**config.mk**
```make
export PLATFORM = sky130hd
export DESIGN_NAME = session_slot_allocator_flat
export DESIGN_NICKNAME = d
export VERILOG_FILES = /design/src/rtl/ssa_pkg.sv /design/src/rtl/ssa_if.sv /design/src/rtl/ssa_slot_mem.sv /design/src/rtl/ssa_ctrl.sv /design/src/rtl/session_slot_allocator.sv /design/src/flat_wrapper.sv
export SDC_FILE = /design/constraint.sdc
export NUM_CORES = 2
export LEC_CHECK = 0
export ABC_AREA = 0
export BUFFER_PORTS_ARGS = -buffer_cell sky130_fd_sc_hd__buf_2
export CELL_PAD_IN_SITES_DETAIL_PLACEMENT = 2
export CELL_PAD_IN_SITES_GLOBAL_PLACEMENT = 2
export CORE_MARGIN = 4
export CORE_UTILIZATION = 40
export DETAILED_ROUTE_END_ITERATION = 6
export GPL_ROUTABILITY_DRIVEN = 0
export GPL_TIMING_DRIVEN = 0
export HOLD_SLACK_MARGIN = 0.1
export PLACE_DENSITY = 0.73
export SYNTH_ARGS = -nofsm -noshare
export SYNTH_HDL_FRONTEND = slang
export SYNTH_SLANG_ARGS = --single-unit
```
**constraint.sdc**
```tcl
create_clock -name clk -period 10.4 [get_ports clk]
set_input_delay 1.56 -clock clk [delete_from_list [all_inputs] [get_ports clk]]
set_output_delay 1.56 -clock clk [all_outputs]
set_load 0.01 [all_outputs]
```
**src/rtl/ssa_pkg.sv**
```systemverilog
`default_nettype none

package ssa_pkg;

	localparam int ID_W     = 8;
	localparam int ADDR_W   = 48;
	localparam int TIME_W   = 32;
	localparam int TMO_W    = 16;
	localparam int KIND_W   = 2;
	localparam int STATUS_W = 2;

	localparam int DEF_MAX_SESSIONS = 16;

	localparam logic [TMO_W-1:0] TMO_RESET = 16'd60;

	// request kinds
	localparam logic [KIND_W-1:0] KIND_OPEN   = 2'd0;
	localparam logic [KIND_W-1:0] KIND_UPDATE = 2'd1;
	localparam logic [KIND_W-1:0] KIND_CLOSE  = 2'd2;

	// result status codes
	localparam logic [STATUS_W-1:0] ST_OK   = 2'd0;
	localparam logic [STATUS_W-1:0] ST_BUSY = 2'd1;
	localparam logic [STATUS_W-1:0] ST_BAD  = 2'd2;

	typedef struct packed {
		logic [ADDR_W-1:0] owner;
		logic [TIME_W-1:0] stamp;
	} entry_t;

	// table memory access; indexes are zero based (id - 1)
	typedef struct packed {
		logic            we;
		logic [ID_W-1:0] widx;
		entry_t          wdata;
		logic [ID_W-1:0] ridx;
	} mem_req_t;

endpackage

`default_nettype wire

```
**src/rtl/ssa_if.sv**
```systemverilog
`default_nettype none

interface ssa_req_if;
	logic                         valid;
	logic                         ready;
	logic [ssa_pkg::KIND_W-1:0]   kind;
	logic [ssa_pkg::ADDR_W-1:0]   client_addr;
	logic                         client_active;
	logic [ssa_pkg::ID_W-1:0]     session_id;
	logic [ssa_pkg::TIME_W-1:0]   now_time;

	modport source(output valid, kind, client_addr, client_active, session_id, now_time,
		input ready);
	modport sink(input valid, kind, client_addr, client_active, session_id, now_time,
		output ready);
endinterface

interface ssa_rsp_if;
	logic                         valid;
	logic                         ready;
	logic [ssa_pkg::STATUS_W-1:0] status;
	logic [ssa_pkg::ID_W-1:0]     assigned_id;
	logic                         slot_was_open;

	modport source(output valid, status, assigned_id, slot_was_open, input ready);
	modport sink(input valid, status, assigned_id, slot_was_open, output ready);
endinterface

`default_nettype wire

```
**src/rtl/ssa_slot_mem.sv**
```systemverilog
`default_nettype none

module ssa_slot_mem #(
	parameter int MAX_SESSIONS = ssa_pkg::DEF_MAX_SESSIONS
) (
	input  wire logic              clk,
	input  wire ssa_pkg::mem_req_t mem_req,
	output ssa_pkg::entry_t        rdata
);

	localparam int AW = (MAX_SESSIONS > 1) ? $clog2(MAX_SESSIONS) : 1;

	ssa_pkg::entry_t mem [MAX_SESSIONS];
	ssa_pkg::entry_t rdata_q;

	// one write port, one registered read port
	always_ff @(posedge clk) begin
		if (mem_req.we) begin
			mem[mem_req.widx[AW-1:0]] <= mem_req.wdata;
		end
		rdata_q <= mem[mem_req.ridx[AW-1:0]];
	end

	assign rdata = rdata_q;

endmodule

`default_nettype wire

```
**src/rtl/ssa_ctrl.sv**
```systemverilog
`default_nettype none

module ssa_ctrl #(
	parameter int MAX_SESSIONS = ssa_pkg::DEF_MAX_SESSIONS
) (
	input  wire logic                      clk,
	input  wire logic                      arst_n,
	ssa_req_if.sink                        req,
	ssa_rsp_if.source                      rsp,
	input  wire logic                      cfg_wr_en,
	input  wire logic [ssa_pkg::TMO_W-1:0] cfg_wr_data,
	output ssa_pkg::mem_req_t              mem_req,
	input  wire ssa_pkg::entry_t           mem_rdata
);

	localparam int ID_W = ssa_pkg::ID_W;
	localparam int SW   = $clog2(MAX_SESSIONS + 1);
	localparam int AW   = (MAX_SESSIONS > 1) ? $clog2(MAX_SESSIONS) : 1;

	localparam logic [SW-1:0]   S_MAX  = SW'(MAX_SESSIONS);
	localparam logic [SW-1:0]   S_ONE  = SW'(1);
	localparam logic [ID_W-1:0] ID_MAX = ID_W'(MAX_SESSIONS);
	localparam logic [ID_W-1:0] ID_ONE = ID_W'(1);

	typedef enum logic [1:0] {S_IDLE, S_CHECK, S_SCAN, S_DONE} state_t;

	state_t                          state_q;
	logic [ssa_pkg::TMO_W-1:0]       tmo_q;
	logic [MAX_SESSIONS-1:0]         valid_q;
	logic [SW-1:0]                   next_q;

	logic [ssa_pkg::KIND_W-1:0]      kind_q;
	logic [ssa_pkg::ADDR_W-1:0]      addr_q;
	logic [ID_W-1:0]                 sid_q;
	logic [ssa_pkg::TIME_W-1:0]      now_q;

	logic [SW-1:0]                   ptr_q;
	logic [SW-1:0]                   iss_q;
	logic                            v_s1;
	logic                            free_s1;
	logic [SW-1:0]                   slot_s1;
	logic [SW-1:0]                   best_q;
	logic [ssa_pkg::TIME_W-1:0]      best_idle_q;

	logic [ssa_pkg::STATUS_W-1:0]    res_status_q;
	logic [ID_W-1:0]                 res_id_q;
	logic                            res_open_q;

	logic                            rsp_valid_q;
	logic [ssa_pkg::STATUS_W-1:0]    rsp_status_q;
	logic [ID_W-1:0]                 rsp_id_q;
	logic                            rsp_open_q;

	logic [ID_W-1:0]                 in_idx;
	logic                            in_rng;
	logic                            in_vld;
	logic [ID_W-1:0]                 sid_idx;
	logic [SW-1:0]                   ptr_idx;
	logic [SW-1:0]                   s1_idx;
	logic [SW-1:0]                   best_idx;
	logic [SW-1:0]                   ptr_nxt;
	logic [SW-1:0]                   s1_nxt;
	logic [ssa_pkg::TIME_W-1:0]      idle;
	logic                            owner_ok;
	logic                            scan_end;

	always_comb begin
		in_idx   = req.session_id - ID_ONE;
		in_rng   = (req.session_id != '0) && (req.session_id <= ID_MAX);
		in_vld   = in_rng && valid_q[in_idx[AW-1:0]];
		sid_idx  = sid_q - ID_ONE;
		ptr_idx  = ptr_q - S_ONE;
		s1_idx   = slot_s1 - S_ONE;
		best_idx = best_q - S_ONE;
		ptr_nxt  = (ptr_q == S_MAX) ? S_ONE : ptr_q + S_ONE;
		s1_nxt   = (slot_s1 == S_MAX) ? S_ONE : slot_s1 + S_ONE;
		idle     = now_q - mem_rdata.stamp;
		owner_ok = (mem_rdata.owner == addr_q);
		scan_end = !v_s1 && (iss_q == S_MAX);
	end

	// table memory port
	always_comb begin
		mem_req       = '0;
		mem_req.wdata = '{owner: addr_q, stamp: now_q};
		unique case (state_q)
			S_IDLE: begin
				mem_req.ridx  = in_idx;
				mem_req.wdata = '{owner: req.client_addr, stamp: req.now_time};
				if (req.valid && req.kind == ssa_pkg::KIND_OPEN && req.client_active && in_rng) begin
					mem_req.we   = 1'b1;
					mem_req.widx = in_idx;
				end
			end
			S_CHECK: begin
				mem_req.we   = owner_ok;
				mem_req.widx = sid_idx;
			end
			S_SCAN: begin
				mem_req.ridx = ID_W'(ptr_idx);
				if (v_s1 && free_s1) begin
					mem_req.we   = 1'b1;
					mem_req.widx = ID_W'(s1_idx);
				end else if (scan_end && best_q != '0) begin
					mem_req.we   = 1'b1;
					mem_req.widx = ID_W'(best_idx);
				end
			end
			S_DONE: begin
			end
			default: begin
			end
		endcase
	end

	assign req.ready         = (state_q == S_IDLE);
	assign rsp.valid         = rsp_valid_q;
	assign rsp.status        = rsp_status_q;
	assign rsp.assigned_id   = rsp_id_q;
	assign rsp.slot_was_open = rsp_open_q;

	always_ff @(posedge clk or negedge arst_n) begin
		if (!arst_n) begin
			state_q      <= S_IDLE;
			tmo_q        <= ssa_pkg::TMO_RESET;
			valid_q      <= '0;
			next_q       <= S_ONE;
			kind_q       <= '0;
			addr_q       <= '0;
			sid_q        <= '0;
			now_q        <= '0;
			ptr_q        <= S_ONE;
			iss_q        <= '0;
			v_s1         <= 1'b0;
			free_s1      <= 1'b0;
			slot_s1      <= S_ONE;
			best_q       <= '0;
			best_idle_q  <= '0;
			res_status_q <= ssa_pkg::ST_BAD;
			res_id_q     <= '0;
			res_open_q   <= 1'b0;
			rsp_valid_q  <= 1'b0;
			rsp_status_q <= ssa_pkg::ST_BAD;
			rsp_id_q     <= '0;
			rsp_open_q   <= 1'b0;
		end else begin
			if (cfg_wr_en) begin
				tmo_q <= cfg_wr_data;
			end
			// in S_DONE the reload below decides rsp_valid_q
			if (rsp.valid && rsp.ready && state_q != S_DONE) begin
				rsp_valid_q <= 1'b0;
			end

			unique case (state_q)
				S_IDLE: begin
					v_s1 <= 1'b0;
					if (req.valid) begin
						kind_q       <= req.kind;
						addr_q       <= req.client_addr;
						sid_q        <= req.session_id;
						now_q        <= req.now_time;
						res_status_q <= ssa_pkg::ST_BAD;
						res_id_q     <= '0;
						res_open_q   <= 1'b0;
						state_q      <= S_DONE;
						if (req.kind == ssa_pkg::KIND_OPEN) begin
							if (req.client_active) begin
								if (in_rng) begin
									valid_q[in_idx[AW-1:0]] <= 1'b1;
									res_status_q <= ssa_pkg::ST_OK;
									res_id_q     <= req.session_id;
									res_open_q   <= in_vld;
								end
							end else begin
								ptr_q       <= next_q;
								iss_q       <= '0;
								best_q      <= '0;
								best_idle_q <= ssa_pkg::TIME_W'(tmo_q);
								state_q     <= S_SCAN;
							end
						end else if (req.kind == ssa_pkg::KIND_UPDATE ||
								req.kind == ssa_pkg::KIND_CLOSE) begin
							res_id_q <= req.session_id;
							if (in_vld) begin
								state_q <= S_CHECK;
							end
						end
					end
				end
				S_CHECK: begin
					if (owner_ok) begin
						res_status_q <= ssa_pkg::ST_OK;
						if (kind_q == ssa_pkg::KIND_CLOSE) begin
							valid_q[sid_idx[AW-1:0]] <= 1'b0;
						end
					end
					state_q <= S_DONE;
				end
				S_SCAN: begin
					// issue: one slot read per cycle
					if (iss_q != S_MAX) begin
						v_s1    <= 1'b1;
						slot_s1 <= ptr_q;
						free_s1 <= !valid_q[ptr_idx[AW-1:0]];
						ptr_q   <= ptr_nxt;
						iss_q   <= iss_q + S_ONE;
					end else begin
						v_s1 <= 1'b0;
					end
					// evaluate the slot read last cycle
					if (v_s1) begin
						if (free_s1) begin
							valid_q[s1_idx[AW-1:0]] <= 1'b1;
							next_q       <= s1_nxt;
							res_status_q <= ssa_pkg::ST_OK;
							res_id_q     <= ID_W'(slot_s1);
							state_q      <= S_DONE;
						end else if (idle > best_idle_q) begin
							best_idle_q <= idle;
							best_q      <= slot_s1;
						end
					end else if (scan_end) begin
						if (best_q != '0) begin
							res_status_q <= ssa_pkg::ST_OK;
							res_id_q     <= ID_W'(best_q);
							res_open_q   <= 1'b1;
						end else begin
							res_status_q <= ssa_pkg::ST_BUSY;
						end
						state_q <= S_DONE;
					end
				end
				S_DONE: begin
					if (!rsp_valid_q || rsp.ready) begin
						rsp_valid_q  <= 1'b1;
						rsp_status_q <= res_status_q;
						rsp_id_q     <= res_id_q;
						rsp_open_q   <= res_open_q;
						state_q      <= S_IDLE;
					end
				end
				default: begin
					state_q <= S_IDLE;
				end
			endcase
		end
	end

endmodule

`default_nettype wire

```
**src/rtl/session_slot_allocator.sv**
```systemverilog
// Channel   Dir   Beat contents
// req       in    kind, client_addr, client_active, session_id, now_time
// rsp       out   status, assigned_id, slot_was_open
// cfg_wr_*  in    idle_timeout (16 bit), written whenever cfg_wr_en is high
//
// One request is worked at a time; req.ready is high only while the block is idle.
// Steps below run from one accept to the earliest next accept; rsp.valid is set as
// req.ready returns. Open by a new client: the scan reads one slot per cycle through
// the registered table read port, then settles reclaim or busy, then loads the rsp
// register. A free slot at scan position k ends the scan once its read is evaluated.
// Update and close: one table read, then write-back. Others: rsp register load only.
// A finished beat sits in the rsp register; the next request is taken while it waits,
// and its own result then stalls until the rsp register empties.
// Reset (arst_n low) frees all slots at once; no clearing pass is needed.
`default_nettype none

module session_slot_allocator #(
	parameter int MAX_SESSIONS = ssa_pkg::DEF_MAX_SESSIONS
) (
	input  wire logic                      clk,
	input  wire logic                      arst_n,
	ssa_req_if.sink                        req,
	ssa_rsp_if.source                      rsp,
	input  wire logic                      cfg_wr_en,
	input  wire logic [ssa_pkg::TMO_W-1:0] cfg_wr_data
);

	// ctrl <-> slot table: owner address and last-activity stamp per slot
	ssa_pkg::mem_req_t mem_req;
	ssa_pkg::entry_t   mem_rdata;

	// sequencer: valid bits, round-robin pointer, scan, response register
	ssa_ctrl #(
		.MAX_SESSIONS(MAX_SESSIONS)
	) u_ctrl (
		.clk        (clk),
		.arst_n     (arst_n),
		.req        (req),
		.rsp        (rsp),
		.cfg_wr_en  (cfg_wr_en),
		.cfg_wr_data(cfg_wr_data),
		.mem_req    (mem_req),
		.mem_rdata  (mem_rdata)
	);

	// slot table, registered read
	ssa_slot_mem #(
		.MAX_SESSIONS(MAX_SESSIONS)
	) u_slot_mem (
		.clk    (clk),
		.mem_req(mem_req),
		.rdata  (mem_rdata)
	);

endmodule

`default_nettype wire

```
**src/flat_wrapper.sv**
```systemverilog
// flat-port wrapper written by rule: the top's interface ports become plain ports
module session_slot_allocator_flat 
#(
	parameter int MAX_SESSIONS = ssa_pkg::DEF_MAX_SESSIONS
)
  (clk, arst_n, cfg_wr_en, cfg_wr_data, req_valid, req_kind, req_client_addr, req_client_active, req_session_id, req_now_time, req_ready, rsp_valid, rsp_status, rsp_assigned_id, rsp_slot_was_open, rsp_ready);
  ssa_req_if req_i ();
  ssa_rsp_if rsp_i ();
  input  wire logic clk;
  input  wire logic arst_n;
  input  wire logic cfg_wr_en;
  input  wire logic [ssa_pkg::TMO_W-1:0] cfg_wr_data;
  input wire logic [$bits(req_i.valid)-1:0] req_valid;
  input wire logic [$bits(req_i.kind)-1:0] req_kind;
  input wire logic [$bits(req_i.client_addr)-1:0] req_client_addr;
  input wire logic [$bits(req_i.client_active)-1:0] req_client_active;
  input wire logic [$bits(req_i.session_id)-1:0] req_session_id;
  input wire logic [$bits(req_i.now_time)-1:0] req_now_time;
  output wire logic [$bits(req_i.ready)-1:0] req_ready;
  output wire logic [$bits(rsp_i.valid)-1:0] rsp_valid;
  output wire logic [$bits(rsp_i.status)-1:0] rsp_status;
  output wire logic [$bits(rsp_i.assigned_id)-1:0] rsp_assigned_id;
  output wire logic [$bits(rsp_i.slot_was_open)-1:0] rsp_slot_was_open;
  input wire logic [$bits(rsp_i.ready)-1:0] rsp_ready;
  assign req_i.valid = req_valid;
  assign req_i.kind = req_kind;
  assign req_i.client_addr = req_client_addr;
  assign req_i.client_active = req_client_active;
  assign req_i.session_id = req_session_id;
  assign req_i.now_time = req_now_time;
  assign req_ready = req_i.ready;
  assign rsp_valid = rsp_i.valid;
  assign rsp_status = rsp_i.status;
  assign rsp_assigned_id = rsp_i.assigned_id;
  assign rsp_slot_was_open = rsp_i.slot_was_open;
  assign rsp_i.ready = rsp_ready;
  session_slot_allocator #(.MAX_SESSIONS(MAX_SESSIONS)) u_core (.clk(clk), .arst_n(arst_n), .req(req_i), .rsp(rsp_i), .cfg_wr_en(cfg_wr_en), .cfg_wr_data(cfg_wr_data));
endmodule
```
==> results_dict.tcl <==
set metrics [dict create \
    outcome "finished with violations" \
    violations "max-capacitance violations, max-slew violations" \
    ys_seq_area_share_pct 71.2 \
    setup_viol 0 \
    layout_common_cells "1280 x edfxtp_1, 330 x mux4_2, 263 x nand2_1, 193 x dfrtp_1, 192 x mux2_2" \
    io_buffers 122 \
    core-area_um2 157000 \
    vdd_drop_max_mv 0.199 \
    ant_nets 0 \
    period_share_pct 64.9 \
    hold_violations 0 \
    worst_setup_path_end_kind "register" \
    hp-class "reg -> reg" \
    cts_tree "yes" \
    grt_pass1_wl_mm 298 \
    synthesis.nets 3721 \
    seqCellArea_um2 45100 \
    finClkSkew_ns 0.0647 \
    nNetsFinal 4087 \
    total_power_mw 25.1 \
    swShare_pct 38.2 \
    ys.warnings.count 0 \
    dp_hpwl_mm 136 \
    synth_edf_count 1280 \
    critPathTopFamily "compound AO/OA/AOI/OAI gates" \
    p_per_area_nw_per_um2 341 \
    synth_cell_types 77 \
    max_slew_margin_pct -1.86 \
    dr.pass1.iters 5 \
    worst_slew_pin_slew_ns 1.53 \
    wl_per_cell_um 34.2 \
    critPathSlowestCell "nor4_1" \
    area_growth_pct 16.3 \
    place_ws_ns 3.56 \
    initial_utilization_pct 40.4 \
    globalRouteOverflowTotal 0 \
    cp-endpoint "u_core.u_ctrl.best_idle_q[1]" \
    slowest_delay_ns 0.99 \
    synthArstFlopShare_pct 12.9 \
    r2r-start "u_core.u_ctrl.now_q[0]" \
    ys.flop_type "edfxtp_1" \
    reg2reg_to "u_core.u_ctrl.best_idle_q[1]" \
    dieHeight_um 406 \
    syn_avg_cell_area_um2 18.0 \
    drive_gt1_share_pct 26.4 \
    grt_antenna_before_repair 9 \
    viasPerCell 5.92 \
    path_clk_slew_ns 0.06 \
    hold_buffers 0 \
    postLayoutCellArea_um2 73600 \
    critical_path_buf_inv_count 4 \
    p_seq_share_pct 35.2 \
    power.share.clock_pct 24.2 \
    h-tree-depth 4 \
    final_common_cell "edfxtp_1" \
    combPwrFrac_pct 40.6 \
    clk-insertion-delay-late_ns 0.80 \
    die_area_um2 165000 \
    startpoint_type "register" \
    crit_fanout 10 \
    cts.sinks 1562 \
    cts_setup_buffers 0 \
    multi_input_area_um2 17200 \
    netlist_instances 3521 \
    finalSetupTns_ns 0 \
    max_cap_violations 1 \
    path_depth 21 \
    track_usage_pct 25.4 \
    reg2regPathDepth 21 \
    drt-total-wl_mm 208 \
    grt_pass1_vias 39700 \
    cp.required_ns 11.01 \
    initialDrtViolationCount 4101 \
    syn-cell-area_um2 63300 \
    cts_inserted_buffers 167 \
    num_io_pins 125 \
    worst-r2r-setup-slack_ns 3.65 \
    leakage_nw 24.9 \
    post-route-min-period_ns 6.75 \
    startpoint "u_core.u_ctrl.now_q[0]" \
    internal_power_mw 15.5 \
    fin_ws_ns 3.65 \
    num_vias 36000 \
    cp.arrival_ns 7.36 \
    grt_setup_unrepaired "no" \
    p_switching_mw 9.58 \
    drc 0 \
    cts_resized 0 \
    path_class "reg -> reg" \
    grt_max_degree 82 \
    rows 145 \
    path_cells "inv_1 > ha_1 > inv_1 > fa_1 > a21o_1 > a221oi_2 > o31a_1 > nor4_2 > o31ai_2 > o21ai_2 > a21boi_0 > xnor2_1 > ha_1 > nand4_1 > nor4_1 > a2111oi_0 > o21ai_0 > nor2b_1 > buf_2 > clkbuf_1 > o21ai_0" \
    final_util_pct 47.0 \
    clockBufferDepth 3 \
    ys_seq_elements 1562 \
    root_buffer "clkbuf_16" \
    max_freq_mhz 148 \
    drv_slew 11 \
    nFillCells 14300 \
    dieWidth_um 406 \
    dpl_cell_area_um2 68100 \
]
## flip-flops by register name, indices dropped and copies added (netlist names)
register and flops:
u_core.u_slot_mem.mem 1280, u_core.u_slot_mem.rdata 80, u_core.u_ctrl.tmo_q 16, u_core.u_ctrl.state_q 2, u_core.u_ctrl.valid_q 16, u_core.u_ctrl.rsp.assigned_id 8, u_core.u_ctrl.now_q 32, u_core.u_ctrl.res_open_q 1
u_core.u_ctrl.best_q 5, u_core.u_ctrl.addr_q 48, u_core.u_ctrl.res_id_q 8, u_core.u_ctrl.v_s1 1, u_core.u_ctrl.sid_q 4, u_core.u_ctrl.rsp.status 2, u_core.u_ctrl.res_status_q 2, u_core.u_ctrl.rsp.valid 1
u_core.u_ctrl.best_idle_q 32, u_core.u_ctrl.slot_s1 5, u_core.u_ctrl.iss_q 5, u_core.u_ctrl.rsp.slot_was_open 1, u_core.u_ctrl.next_q 5, u_core.u_ctrl.kind_q 2, u_core.u_ctrl.free_s1 1, u_core.u_ctrl.ptr_q 5
## Yosys cell counts, types with 5 or more instances
| library cell | number | area share [%] |
|---|---|---|
| a211oi_1 | 86 | 1.0 |
| a21o_1 | 15 | 0.18 |
| a21oi_1 | 69 | 0.55 |
| a22o_1 | 14 | 0.19 |
| a22oi_1 | 5 | 0.059 |
| a31oi_1 | 85 | 0.84 |
| a32o_1 | 5 | 0.079 |
| a32oi_1 | 11 | 0.15 |
| and2_1 | 80 | 0.79 |
| and3_1 | 8 | 0.079 |
| buf_1 | 5 | 0.030 |
| buf_2 | 43 | 0.34 |
| buf_4 | 9 | 0.11 |
| clkbuf_1 | 126 | 0.75 |
| dfrtp_1 | 193 | 7.6 |
| dfstp_2 | 9 | 0.37 |
| dfxtp_1 | 80 | 2.5 |
| edfxtp_1 | 1280 | 61 |
| ha_1 | 87 | 1.7 |
| inv_1 | 92 | 0.55 |
| mux2_2 | 192 | 3.4 |
| mux2i_1 | 21 | 0.33 |
| mux4_2 | 330 | 12 |
| nand2_1 | 263 | 1.6 |
| nand2b_1 | 9 | 0.089 |
| nand3_1 | 25 | 0.20 |
| nand4_1 | 14 | 0.14 |
| nor2_1 | 64 | 0.38 |
| nor2b_1 | 8 | 0.079 |
| nor3_1 | 15 | 0.12 |
| nor4_1 | 13 | 0.13 |
| o211ai_1 | 5 | 0.059 |
| o21ai_0 | 82 | 0.65 |
| o21ai_1 | 5 | 0.040 |
| o2bb2ai_1 | 8 | 0.11 |
| xnor2_1 | 27 | 0.37 |
| xor2_1 | 72 | 1.0 |
## stage by stage
stage | std cells | hold WS (ns)
global route | 6091 | 0.504
global placement | 5701 | 0.461
detailed placement | 5775 | 0.471
CTS | 6090 | 0.484
floorplan | 3521 | 0.445
finish | 6092 | 0.477
## worst reg2reg max path: cells and delay by family (launching register included)
kind	cells	cell delay, ns
AOI/OAI and AO/OA	9	2.62
and+or+nand+nor	4	1.50
buffers and inverters	4	1.13
adders and majority gates	3	0.87
DFF	1	0.37
xor gates and xnor gates	1	0.10
## logic make-up after synthesis
kind of cell	Yosys count	share of synthesized area, %
flip-flops	1562	71.2
multiplexers	543	15.5
AND/OR/NAND/NOR	526	3.91
AO/OA/AOI/OAI	427	4.46
buffers and inverters	276	1.77
XOR/XNOR	99	1.37
adder cells (fa/ha/maj)	88	1.75
## power by group through the flow
| stage | Combinational (mW) | Sequential, mW | Clock, mW |
|---|---|---|---|
| after floorplan | 6.38 | 8.78 | 0 |
| final | 10.2 | 8.83 | 6.08 |
| after global routing | 10.9 | 8.89 | 6.47 |
| after detailed placement | 10.1 | 8.95 | 0 |
| after global placement | 9.51 | 8.91 | 0 |
| after CTS | 10.3 | 8.83 | 6.18 |
## final cells by class
| class | count | area share, % |
|---|---|---|
| diodes | 1 | 0.00340 |
| plain buffers | 183 | 1.05 |
| clock buffers | 242 | 6.53 |
| clock inverters | 73 | 1.01 |
| inverters | 93 | 0.474 |
| multi-input cells | 1683 | 23.4 |
| flip-flops and latches | 1562 | 61.3 |
| well taps | 2058 | 3.50 |
| repair buffers | 197 | 2.79 |
## layer usage
layer / track usage [%] / vias up / routed length, um
met5: 0 / - / 15
met4: 7.37 / 2 / 6230
met3: 3.77 / 309 / 13400
met2: 43.9 / 1547 / 105000
met1: 33.4 / 19500 / 83300
li1: - / 14700 / -
## how the worst min path moves through the flow
stage                              startpoint                         to  slack, ns  cells after the start
global route        u_core.u_ctrl.res_id_q[1]  u_core.u_ctrl.res_id_q[1]       0.50                      2
finish              u_core.u_ctrl.res_id_q[1]  u_core.u_ctrl.res_id_q[1]       0.48                      2
floorplan             u_core.u_ctrl.kind_q[0]    u_core.u_ctrl.kind_q[0]       0.44                      2
global placement    u_core.u_ctrl.res_id_q[7]  u_core.u_ctrl.res_id_q[7]       0.46                      2
detailed placement  u_core.u_ctrl.res_id_q[1]  u_core.u_ctrl.res_id_q[1]       0.47                      2
CTS                 u_core.u_ctrl.res_id_q[1]  u_core.u_ctrl.res_id_q[1]       0.48                      2
Power figures use the tool's default switching activity.
